`src/frwad_ram.sv`:
```
`timescale 1ns / 1ps
// ============================================================================
// frwad_ram
// Simple dual-port RAM: one write port, one read port with registered data.
// ============================================================================
module frwad_ram #(
    parameter int WIDTH  = 8,
    parameter int DEPTH  = 16,
    parameter int ADDR_W = $clog2(DEPTH)
) (
    input  logic              i_clk,
    input  logic              i_we,
    input  logic [ADDR_W-1:0] i_waddr,
    input  logic [WIDTH-1:0]  i_wdata,
    input  logic [ADDR_W-1:0] i_raddr,
    output logic [WIDTH-1:0]  o_rdata
);

    logic [WIDTH-1:0] r_mem [DEPTH];

    always_ff @(posedge i_clk) begin
        if (i_we) begin
            r_mem[i_waddr] <= i_wdata;
        end
        o_rdata <= r_mem[i_raddr];
    end

endmodule

```
`config.mk`:
```
export PLATFORM = sky130hd
export DESIGN_NAME = frwad_ram
export DESIGN_NICKNAME = d
export VERILOG_FILES = /design/src/frwad_ram.sv
export SDC_FILE = /design/constraint.sdc
export NUM_CORES = 1
export LEC_CHECK = 0
export ABC_AREA = 1
export BUFFER_PORTS_ARGS = -buffer_cell sky130_fd_sc_hd__buf_2
export CAP_MARGIN = 40
export CORE_MARGIN = 1.5
export CORE_UTILIZATION = 55
export DETAILED_ROUTE_END_ITERATION = 8
export HOLD_SLACK_MARGIN = 0.06
export MAX_ROUTING_LAYER = met4
export PLACE_DENSITY = 0.84
export SLEW_MARGIN = 20
export SYNTH_ARGS = -nofsm -noshare
export SYNTH_HDL_FRONTEND = slang
export SYNTH_SLANG_ARGS = --single-unit
export TNS_END_PERCENT = 100
```
`constraint.sdc`:
```
create_clock -name i_clk -period 1.2 [get_ports i_clk]
set_input_delay 0.24 -clock i_clk [delete_from_list [all_inputs] [get_ports i_clk]]
set_output_delay 0.24 -clock i_clk [all_outputs]
set_load 0.005 [all_outputs]
```
==> results of run 1 <==
per-layer routing:
layer / vias to the layer above / global-route usage / part of all wire
li1: 1875 / - / -
met1: 1946 / 0.315 / 0.36
met2: 265 / 0.430 / 0.51
met3: 45 / 0.0600 / 0.098
met4: 0 / 0.125 / 0.031
met5: - / - / 0
state kept, by name, indices dropped and copies added, names as in the netlist:
| name | count |
|---|---|
| r_mem | 128 |
| o_rdata | 8 |
layout make-up:
class	count	area share
Sequential cell	136	0.588
Tap cell	136	0.0250
Timing Repair Buffer	53	0.0621
Clock buffer	19	0.0619
Clock inverter	13	0.0288
Multi-Input combinational cell	289	0.178
Inverter	102	0.0562
power groups by stage:
stage	Sequential [uW]	Combinational [uW]	Clock, uW
after detailed placement	5440	678	0
after floorplan	5440	375	0
after CTS	5350	706	5410
final	5350	717	5390
after global placement	5440	652	0
after global routing	5350	780	5600
cells by family after synthesis:
kind of cell	count (synthesis)	share of synthesized area
DFF	136	0.694
and+or+nand+nor	289	0.210
buffers and inverters	126	0.0952
worst min-delay path: stages:
cell and delay [ns]:
buf_2 0.17, nand3_1 0.11, nand2_1 0.06
cell usage in the layout (no fill, tap or decap):
master      Yosys  final
nand2_1       173    173
edfxtp_1      128    128
inv_1         100    100
nand3_1        97     97
buf_2          13     23
buf_4           4     22
nor2_1         17     17
clkbuf_16       0     16
buf_12          0      6
clkinv_4        0      5
dfxtp_1         8      5
bufinv_16       0      4
dfxtp_2         0      3
inv_2           2      2
nand3b_1        2      2
clkbuf_1        0      2
clkinvlp_4      0      2
inv_6           0      2
buf_6           6      2
clkbuf_8        0      1
worst max path at each step:
| stage | end | slack (ns) | cells past startpoint |
|---|---|---|---|
| floorplan | r_mem[4][0]$_DFFE_PP_ | 0.009 | 2 |
| global placement | o_rdata[7]$_DFF_P_ | -0.06 | 8 |
| detailed placement | o_rdata[6]$_DFF_P_ | -0.11 | 8 |
| CTS | o_rdata[0] | -0.04 | 1 |
| global route | o_rdata[0] | -0.04 | 1 |
| finish | o_rdata[0] | -0.0006 | 1 |
synth_stat cells:
cell and count:
edfxtp_1 128, buf_6 6, nand3_1 97, dfxtp_1 8
nor2_1 17, inv_2 2, nand2_1 173, buf_1 1
nand3b_1 2, inv_1 100, buf_2 13, buf_4 4
per-stage QoR:
stage / cells / util / area [um2] / total power, uW
floorplan: 551 / - / 5770 / 5810
global placement: 716 / 0.604 / 6180 / 6090
detailed placement: 716 / 0.604 / 6180 / 6120
CTS: 748 / 0.666 / 6820 / 11500
global route: 748 / 0.666 / 6820 / 11700
finish: 748 / 0.666 / 6820 / 11500
timing repair:
action                                  in CTS  in global routing
gates resized for setup                      5                  0
gates cloned                                 0                  0
endpoints found under the setup margin       3                  5
==> results.toml, run 1 <==
[global_route]
grt_pass1_vias = 4136
gr-total-overflow = 0
grt_first_pass_wirelength_mm = 20.9
gr-usage-all-layers = 0.265
antenna_found_initial = 0
grt_max_degree = 34

[routing]
dr.pass1.iters = 6
drc = 0
wl_per_cell_um = 17.8
drt-total-wl_mm = 13.3
ant_nets = 0
drtIter0Drc = 534
viasPerCell = 5.52
vias = 4131

[cells_and_area]
nets = 617
multi_input_area_um2 = 1210
nFillCells = 675
area_growth_pct = 18.2
layout-drive-gt1-share = 0.144
seq_area_um2 = 4010
diodes = 0

[synthesis]
syn_nets = 569
seq_area_frac_synth = 0.694
synth_cells = 551
synth.area.top_cells = "edfxtp_1 67%, nand2_1 11%, nand3_1 8.4%"
synth-seq-cells = 136
yosys.area.top_type = "edfxtp_1"
ys_types = 12
yosysWarningCount = 0
avgSynthCellArea_um2 = 10.5
synthesis.area_um2 = 5770
yosysTopAreaCellShare = 0.667

[sta]
relSlewSlack = 0.729
finClkSkew_ns = 0.00407
max_slew.worst_pin.slew_ns = 0.406
finalWorstSetupSlack_ns = -0.000634
setup_tns_ns = -0.000634
finalSetupViolations = 1
hold-worst-slack_ns = 0.117
slew_viol_final = 0
post-route-min-period_ns = 1.20
hold_violations = 0
fin_crit_sh = 1.00
rsz0062_at_grt = "yes"
max_freq_ghz = 0.833

[min_path]
hp-class = "in -> reg"
min_to = "o_rdata[5]$_DFF_P_"
hold_depth = 3
worstHoldStart = "i_raddr[3]"

[floorplanning]
row_count = 37
ios = 26
die_w_um = 105
dieArea_um2 = 11100
core_area_um2 = 10200
die_y_um = 105
start_util = 0.564

[critical_path]
crit_fanout = 1
r2r-start = "r_mem[6][6]$_DFFE_PP_"
crit_path_end_kind = "output pin"
slowest_delay_ns = 0.33
crit_arrival_ns = 0.96
cp_top_family = "flip-flops"
critPathLaunchType = "flop"
worstPathRequired_ns = 0.96
cp_num_buf_inv = 1
slowest_stage = "dfxtp_2"
reg2reg_depth = 6
r2r-end = "o_rdata[6]$_DFF_P_"
path_class = "reg -> out"
crit_chain = "buf_6"
critPathLaunch = "o_rdata[0]$_DFF_P_"
reg2reg_setup_slack_ns = 0.13

[power]
p_sw_uw = 2510
pwr-share-clk = 0.471
intPower_uw = 8950
switching_share = 0.219
p_leak_uw = 0.00298
vdd_drop_max_uv = 835
pwr_density_cell_nw_per_um2 = 1680
seq_power_share = 0.467
power_frac_comb = 0.063

[placed_design]
post-dp-hpwl_mm = 8.07
routabilityCongestion = 0.876
io_buffer_count = 25
pre_cts_ws_ns = -0.113

[run]
cap_violations = 0

[clock_network]
cts_buffers = 17
clk_pin_slew_ns = 0.06
cts.htree.levels = 4
postCtsSetupRepairBufs = 0
cts_max_path_buffers = 2
clk_latency_ns = 0.52
cts_tree = "built"
cts_root_buf = "clkbuf_8"
cts_num_sinks = 136
holdBufCountCts = 0

[status]
status = "finished, violations left"
violations = "negative setup slack"
(Power assumes the default switching activity.)
==> run 2, diff against run 1 <==
--- a/config.mk
+++ b/config.mk
@@ -9,11 +9,12 @@
 export BUFFER_PORTS_ARGS = -buffer_cell sky130_fd_sc_hd__buf_2
 export CAP_MARGIN = 40
 export CORE_MARGIN = 1.5
-export CORE_UTILIZATION = 55
+export CORE_UTILIZATION = 57
+export CTS_BUF_LIST = sky130_fd_sc_hd__clkbuf_4
 export DETAILED_ROUTE_END_ITERATION = 8
 export HOLD_SLACK_MARGIN = 0.06
 export MAX_ROUTING_LAYER = met4
-export PLACE_DENSITY = 0.84
+export PLACE_DENSITY = 0.87
 export SLEW_MARGIN = 20
 export SYNTH_ARGS = -nofsm -noshare
 export SYNTH_HDL_FRONTEND = slang
==> run 2 against run 1 <==
Compared with the run above: the flow still finishes with violations (negative setup slack); combinational power down 4.5%; final cell count down 0.67%; sequential share of layout area up 2.8 points; clock-buffer cell count unchanged; via count down 3.5%; critical endpoint is now o_rdata[5]; highest routed layer unchanged.
==> results.toml, run 2 (synthesis results as in run 1) <==
[status]
status = "finished, violations left"
violations = "negative setup slack"

[clock_network]
cts_num_sinks = 136
clk_latency_ns = 0.51
clk_pin_slew_ns = 0.12
postCtsSetupRepairBufs = 0
cts_tree = "built"
cts_root_buf = "clkbuf_4"
cts.htree.levels = 4
cts_max_path_buffers = 2
cts_buffers = 17

[sta]
finClkSkew_ns = 0.0197
finalSetupViolations = 2
max_freq_ghz = 0.821
relSlewSlack = 0.730
fin_crit_sh = 1.02
hold_violations = 0
slew_viol_final = 0
finalWorstSetupSlack_ns = -0.0187
post-route-min-period_ns = 1.22
max_slew.worst_pin.slew_ns = 0.405
rsz0062_at_grt = "yes"

[critical_path]
crit_chain = "buf_2"
slowest_stage = "dfxtp_2"
worstPathRequired_ns = 0.96
critPathLaunchType = "flop"
slowest_delay_ns = 0.37
r2r-start = "r_mem[6][6]$_DFFE_PP_"
r2r-end = "o_rdata[6]$_DFF_P_"
reg2reg_setup_slack_ns = 0.16
critPathLaunch = "o_rdata[5]$_DFF_P_"
cp_num_buf_inv = 1
crit_path_end_kind = "output pin"
crit_arrival_ns = 0.98
cp_top_family = "flip-flops"
crit_fanout = 1
reg2reg_depth = 6
path_class = "reg -> out"

[power]
p_leak_uw = 0.00285
pwr_density_cell_nw_per_um2 = 1460
vdd_drop_max_uv = 930

[cells_and_area]
seq_area_um2 = 4010
nets = 615
regMostFlops = "r_mem"
final_cells = 743
area_growth_pct = 12.9
largest_reg_flops = 128
final_util = 0.666
multi_input_area_um2 = 1210
nFillCells = 716
final_cell_mix = "173 x nand2_1, 128 x edfxtp_1, 100 x inv_1"
layout-drive-gt1-share = 0.144
reg_top3 = "r_mem (128), o_rdata (8)"
layout_commonest_cell = "nand2_1"
diodes = 0

[global_route]
grt_pass1_vias = 3965
gr-usage-all-layers = 0.262
grt_max_degree = 65
grt_first_pass_wirelength_mm = 20.3
antenna_found_initial = 0
gr-total-overflow = 0

[placed_design]
io_buffer_count = 25
routabilityCongestion = 0.940
post-dp-hpwl_mm = 8.16
dp_cells = 711

[floorplanning]
die_y_um = 104
start_util = 0.590
die_w_um = 104
core_area_um2 = 9770
dieArea_um2 = 10700
row_count = 36
ios = 26

[routing]
vias = 3985
drt-total-wl_mm = 12.8
drc = 0
ant_nets = 0
wl_per_cell_um = 17.2
viasPerCell = 5.36
drtIter0Drc = 310
dr.pass1.iters = 5

[min_path]
hold_depth = 1
worstHoldStart = "i_wdata[5]"
min_to = "r_mem[6][5]$_DFFE_PP_"
hp-class = "in -> reg"

[run]
cap_violations = 0
==> run 2: changes by cell type in the layout (fill, tap and decap cells not counted), moves of 2 or more <==
cell | before | now
clkbuf_4 | 0 | 19
clkinv_2 | 0 | 2
clkbuf_1 | 2 | 0
inv_6 | 2 | 0
clkinv_4 | 5 | 3
clkbuf_16 | 16 | 0
==> run 2: worst reg2reg max path, cell delays in order, from the launching register on <==
cell and delay [ns]:
edfxtp_1 0.39, inv_1 0.06, nand2_1 0.05, nand3_1 0.07, nand3_1 0.10, nand3_1 0.18
nand2_1 0.07
==> run 2: how the worst max path moves through the flow <==
stage	end	depth (start not counted)
floorplan	r_mem[4][0]$_DFFE_PP_	2
global placement	o_rdata[2]$_DFF_P_	8
detailed placement	o_rdata[7]$_DFF_P_	7
CTS	o_rdata[5]	1
global route	o_rdata[5]	1
finish	o_rdata[5]	1
==> run 2: report_power, final <==
| group | total [uW] | leakage (uW) | switching, uW | internal [uW] |
|---|---|---|---|---|
| clock | 3490 | 0.000180 | 1590 | 1910 |
| combinational | 685 | 0.00145 | 463 | 222 |
| sequential | 5340 | 0.00122 | 34.6 | 5300 |
| total | 9510 | 0.00285 | 2080 | 7430 |
==> run 2: repair_timing <==
action	4_1_cts	5_1_grt
hold buffers	0	0
endpoints found under the setup margin	7	8
resized for setup	4	1
hold endpoints to repair	0	0
gates cloned	0	0
==> run 2: layout make-up <==
class / instances / share of cell area
Clock buffer: 19 / 0.0219
Clock inverter: 13 / 0.0315
Inverter: 102 / 0.0588
Multi-Input combinational cell: 289 / 0.186
Sequential cell: 136 / 0.616
Tap cell: 133 / 0.0256
Timing Repair Buffer: 51 / 0.0598
==> run 2: stage by stage <==
stage	setup WS, ns	hold WS [ns]	power (uW)	TNS, ns	area (um2)
finish	-0.0187	0.138	9510	-0.0200	6510
global route	-0.0728	0.0940	9840	-0.358	6510
CTS	-0.0657	0.102	9550	-0.195	6510
detailed placement	-0.109	0.614	6120	-2.48	6150
global placement	-0.0862	0.617	6090	-0.715	6150
floorplan	0.00916	0.339	5810	0	5770
==> run 2: per-layer routing <==
layer / vias up / track usage / routed length [um]
li1: 1866 / - / -
met1: 1848 / 0.333 / 4990
met2: 224 / 0.409 / 6240
met3: 47 / 0.0522 / 1080
met4: 0 / 0.127 / 453
met5: - / - / 0
==> run 3, diff against run 2 <==
--- a/config.mk
+++ b/config.mk
@@ -8,13 +8,14 @@
 export ABC_AREA = 1
 export BUFFER_PORTS_ARGS = -buffer_cell sky130_fd_sc_hd__buf_2
 export CAP_MARGIN = 40
+export CELL_PAD_IN_SITES_DETAIL_PLACEMENT = 0
+export CELL_PAD_IN_SITES_GLOBAL_PLACEMENT = 1
 export CORE_MARGIN = 1.5
-export CORE_UTILIZATION = 57
-export CTS_BUF_LIST = sky130_fd_sc_hd__clkbuf_4
+export CORE_UTILIZATION = 44
 export DETAILED_ROUTE_END_ITERATION = 8
 export HOLD_SLACK_MARGIN = 0.06
 export MAX_ROUTING_LAYER = met4
-export PLACE_DENSITY = 0.87
+export PLACE_DENSITY = 0.84
 export SLEW_MARGIN = 20
 export SYNTH_ARGS = -nofsm -noshare
 export SYNTH_HDL_FRONTEND = slang
==> run 3 against run 2 <==
Compared with the run above: the run now ends clean; flip-flop and latch count stayed put; critical path depth did not move; final area grew 5.1%; total power increased by 18%; via count decreased by 3.0%; combinational power is essentially flat; critical path type unchanged; largest cell class unchanged.
==> results.toml, run 3 (synthesis results as in run 1) <==
[clock_network]
cts_max_path_buffers = 2
postCtsSetupRepairBufs = 0
cts_num_sinks = 136
cts_tree = "built"
cts_buffers = 17
holdBufCountCts = 0
cts.repair.resized = 0
clk_pin_slew_ns = 0.06
cts_root_buf = "clkbuf_16"
cts.htree.levels = 4
clk_latency_ns = 0.41

[cells_and_area]
nets = 622
largest_reg_flops = 128
layout-drive-gt1-share = 0.144
diodes = 0
final_util = 0.538
final_cell_mix = "173 x nand2_1, 128 x edfxtp_1, 100 x inv_1"
layout_commonest_cell = "nand2_1"
nFillCells = 1132
area_growth_pct = 18.6
reg_top3 = "r_mem (128), o_rdata (8)"
regMostFlops = "r_mem"
seq_area_um2 = 4000
multi_input_area_um2 = 1210

[critical_path]
slowest_stage = "dfxtp_1"
critPathLaunchType = "flop"
crit_arrival_ns = 0.91
crit_chain = "buf_2"
cp_num_buf_inv = 1
crit_fanout = 1
slowest_delay_ns = 0.37
worstPathRequired_ns = 0.96
path_class = "reg -> out"
cp_top_family = "flip-flops"
crit_path_end_kind = "output pin"

[global_route]
grt_max_degree = 62
grt_pass1_vias = 3846
grt_first_pass_wirelength_mm = 20.5
gr-total-overflow = 0
antenna_found_initial = 0
gr-usage-all-layers = 0.205

[floorplanning]
ios = 26
dieArea_um2 = 13800
die_y_um = 117
die_w_um = 117
start_util = 0.453
row_count = 41
core_area_um2 = 12700

[placed_design]
io_buffer_count = 25
post-dp-hpwl_mm = 8.25
routabilityCongestion = 0.820
pre_cts_ws_ns = -0.154

[power]
vdd_drop_max_uv = 1060
p_leak_uw = 0.00300
pwr_density_cell_nw_per_um2 = 1650

[sta]
slew_viol_final = 0
max_freq_ghz = 0.872
fin_crit_sh = 0.955
finClkSkew_ns = 0.00417
finalWorstSetupSlack_ns = 0.0539
relSlewSlack = 0.728
hold_violations = 0
finalSetupViolations = 0
max_slew.worst_pin.slew_ns = 0.409
post-route-min-period_ns = 1.15
rsz0062_at_grt = "no"

[routing]
drc = 0
drtIter0Drc = 268
dr.pass1.iters = 5
vias = 3867
drt-total-wl_mm = 13.1
wl_per_cell_um = 16.5
viasPerCell = 4.90
ant_nets = 0

[min_path]
hp-class = "in -> reg"

[run]
cap_violations = 0

[status]
status = "finished, final reports clean"
==> run 3: power breakdown <==
part | internal, uW | switching, uW
logic | 227 | 457
registers | 5310 | 34.5
clock network | 3410 | 1810
total | 8950 | 2300
==> run 3: cell type report <==
cell class | count | area share
Tap cell | 172 | 0.0315
Multi-Input combinational cell | 289 | 0.177
Inverter | 102 | 0.0560
Clock buffer | 23 | 0.0699
Timing Repair Buffer | 58 | 0.0618
Sequential cell | 136 | 0.585
Clock inverter | 9 | 0.0179
==> run 3: path summary, 6_finish.rpt <==
kind	start	to	slack, ns	cells past startpoint
max	o_rdata[5]$_DFF_P_	o_rdata[5]	0.05	1
min	i_raddr[3]	o_rdata[6]$_DFF_P_	0.12	3
max reg2reg	r_mem[7][4]$_DFFE_PP_	o_rdata[4]$_DFF_P_	0.15	6
min reg2reg	r_mem[14][6]$_DFFE_PP_	o_rdata[6]$_DFF_P_	0.68	6
==> run 3: per-stage QoR <==
step	hold slack (ns)	TNS, ns	cells	area, um2	total power [uW]
floorplan	0.339	0	551	5770	5810
global placement	0.528	-1.68	757	6240	6110
detailed placement	0.528	-3.00	757	6240	6130
CTS	0.104	0	789	6840	11300
global route	0.154	0	789	6840	11600
finish	0.121	0	789	6840	11300
==> run 3: per-layer routing <==
metal  vias to the layer above  global-route usage  wire length [um]
met1                      1812               0.260              5500
met3                        20              0.0388               827
met2                       160               0.329              6430
li1                       1875                   -                 -
met4                         0              0.0793               289
met5                         -                   -                 0
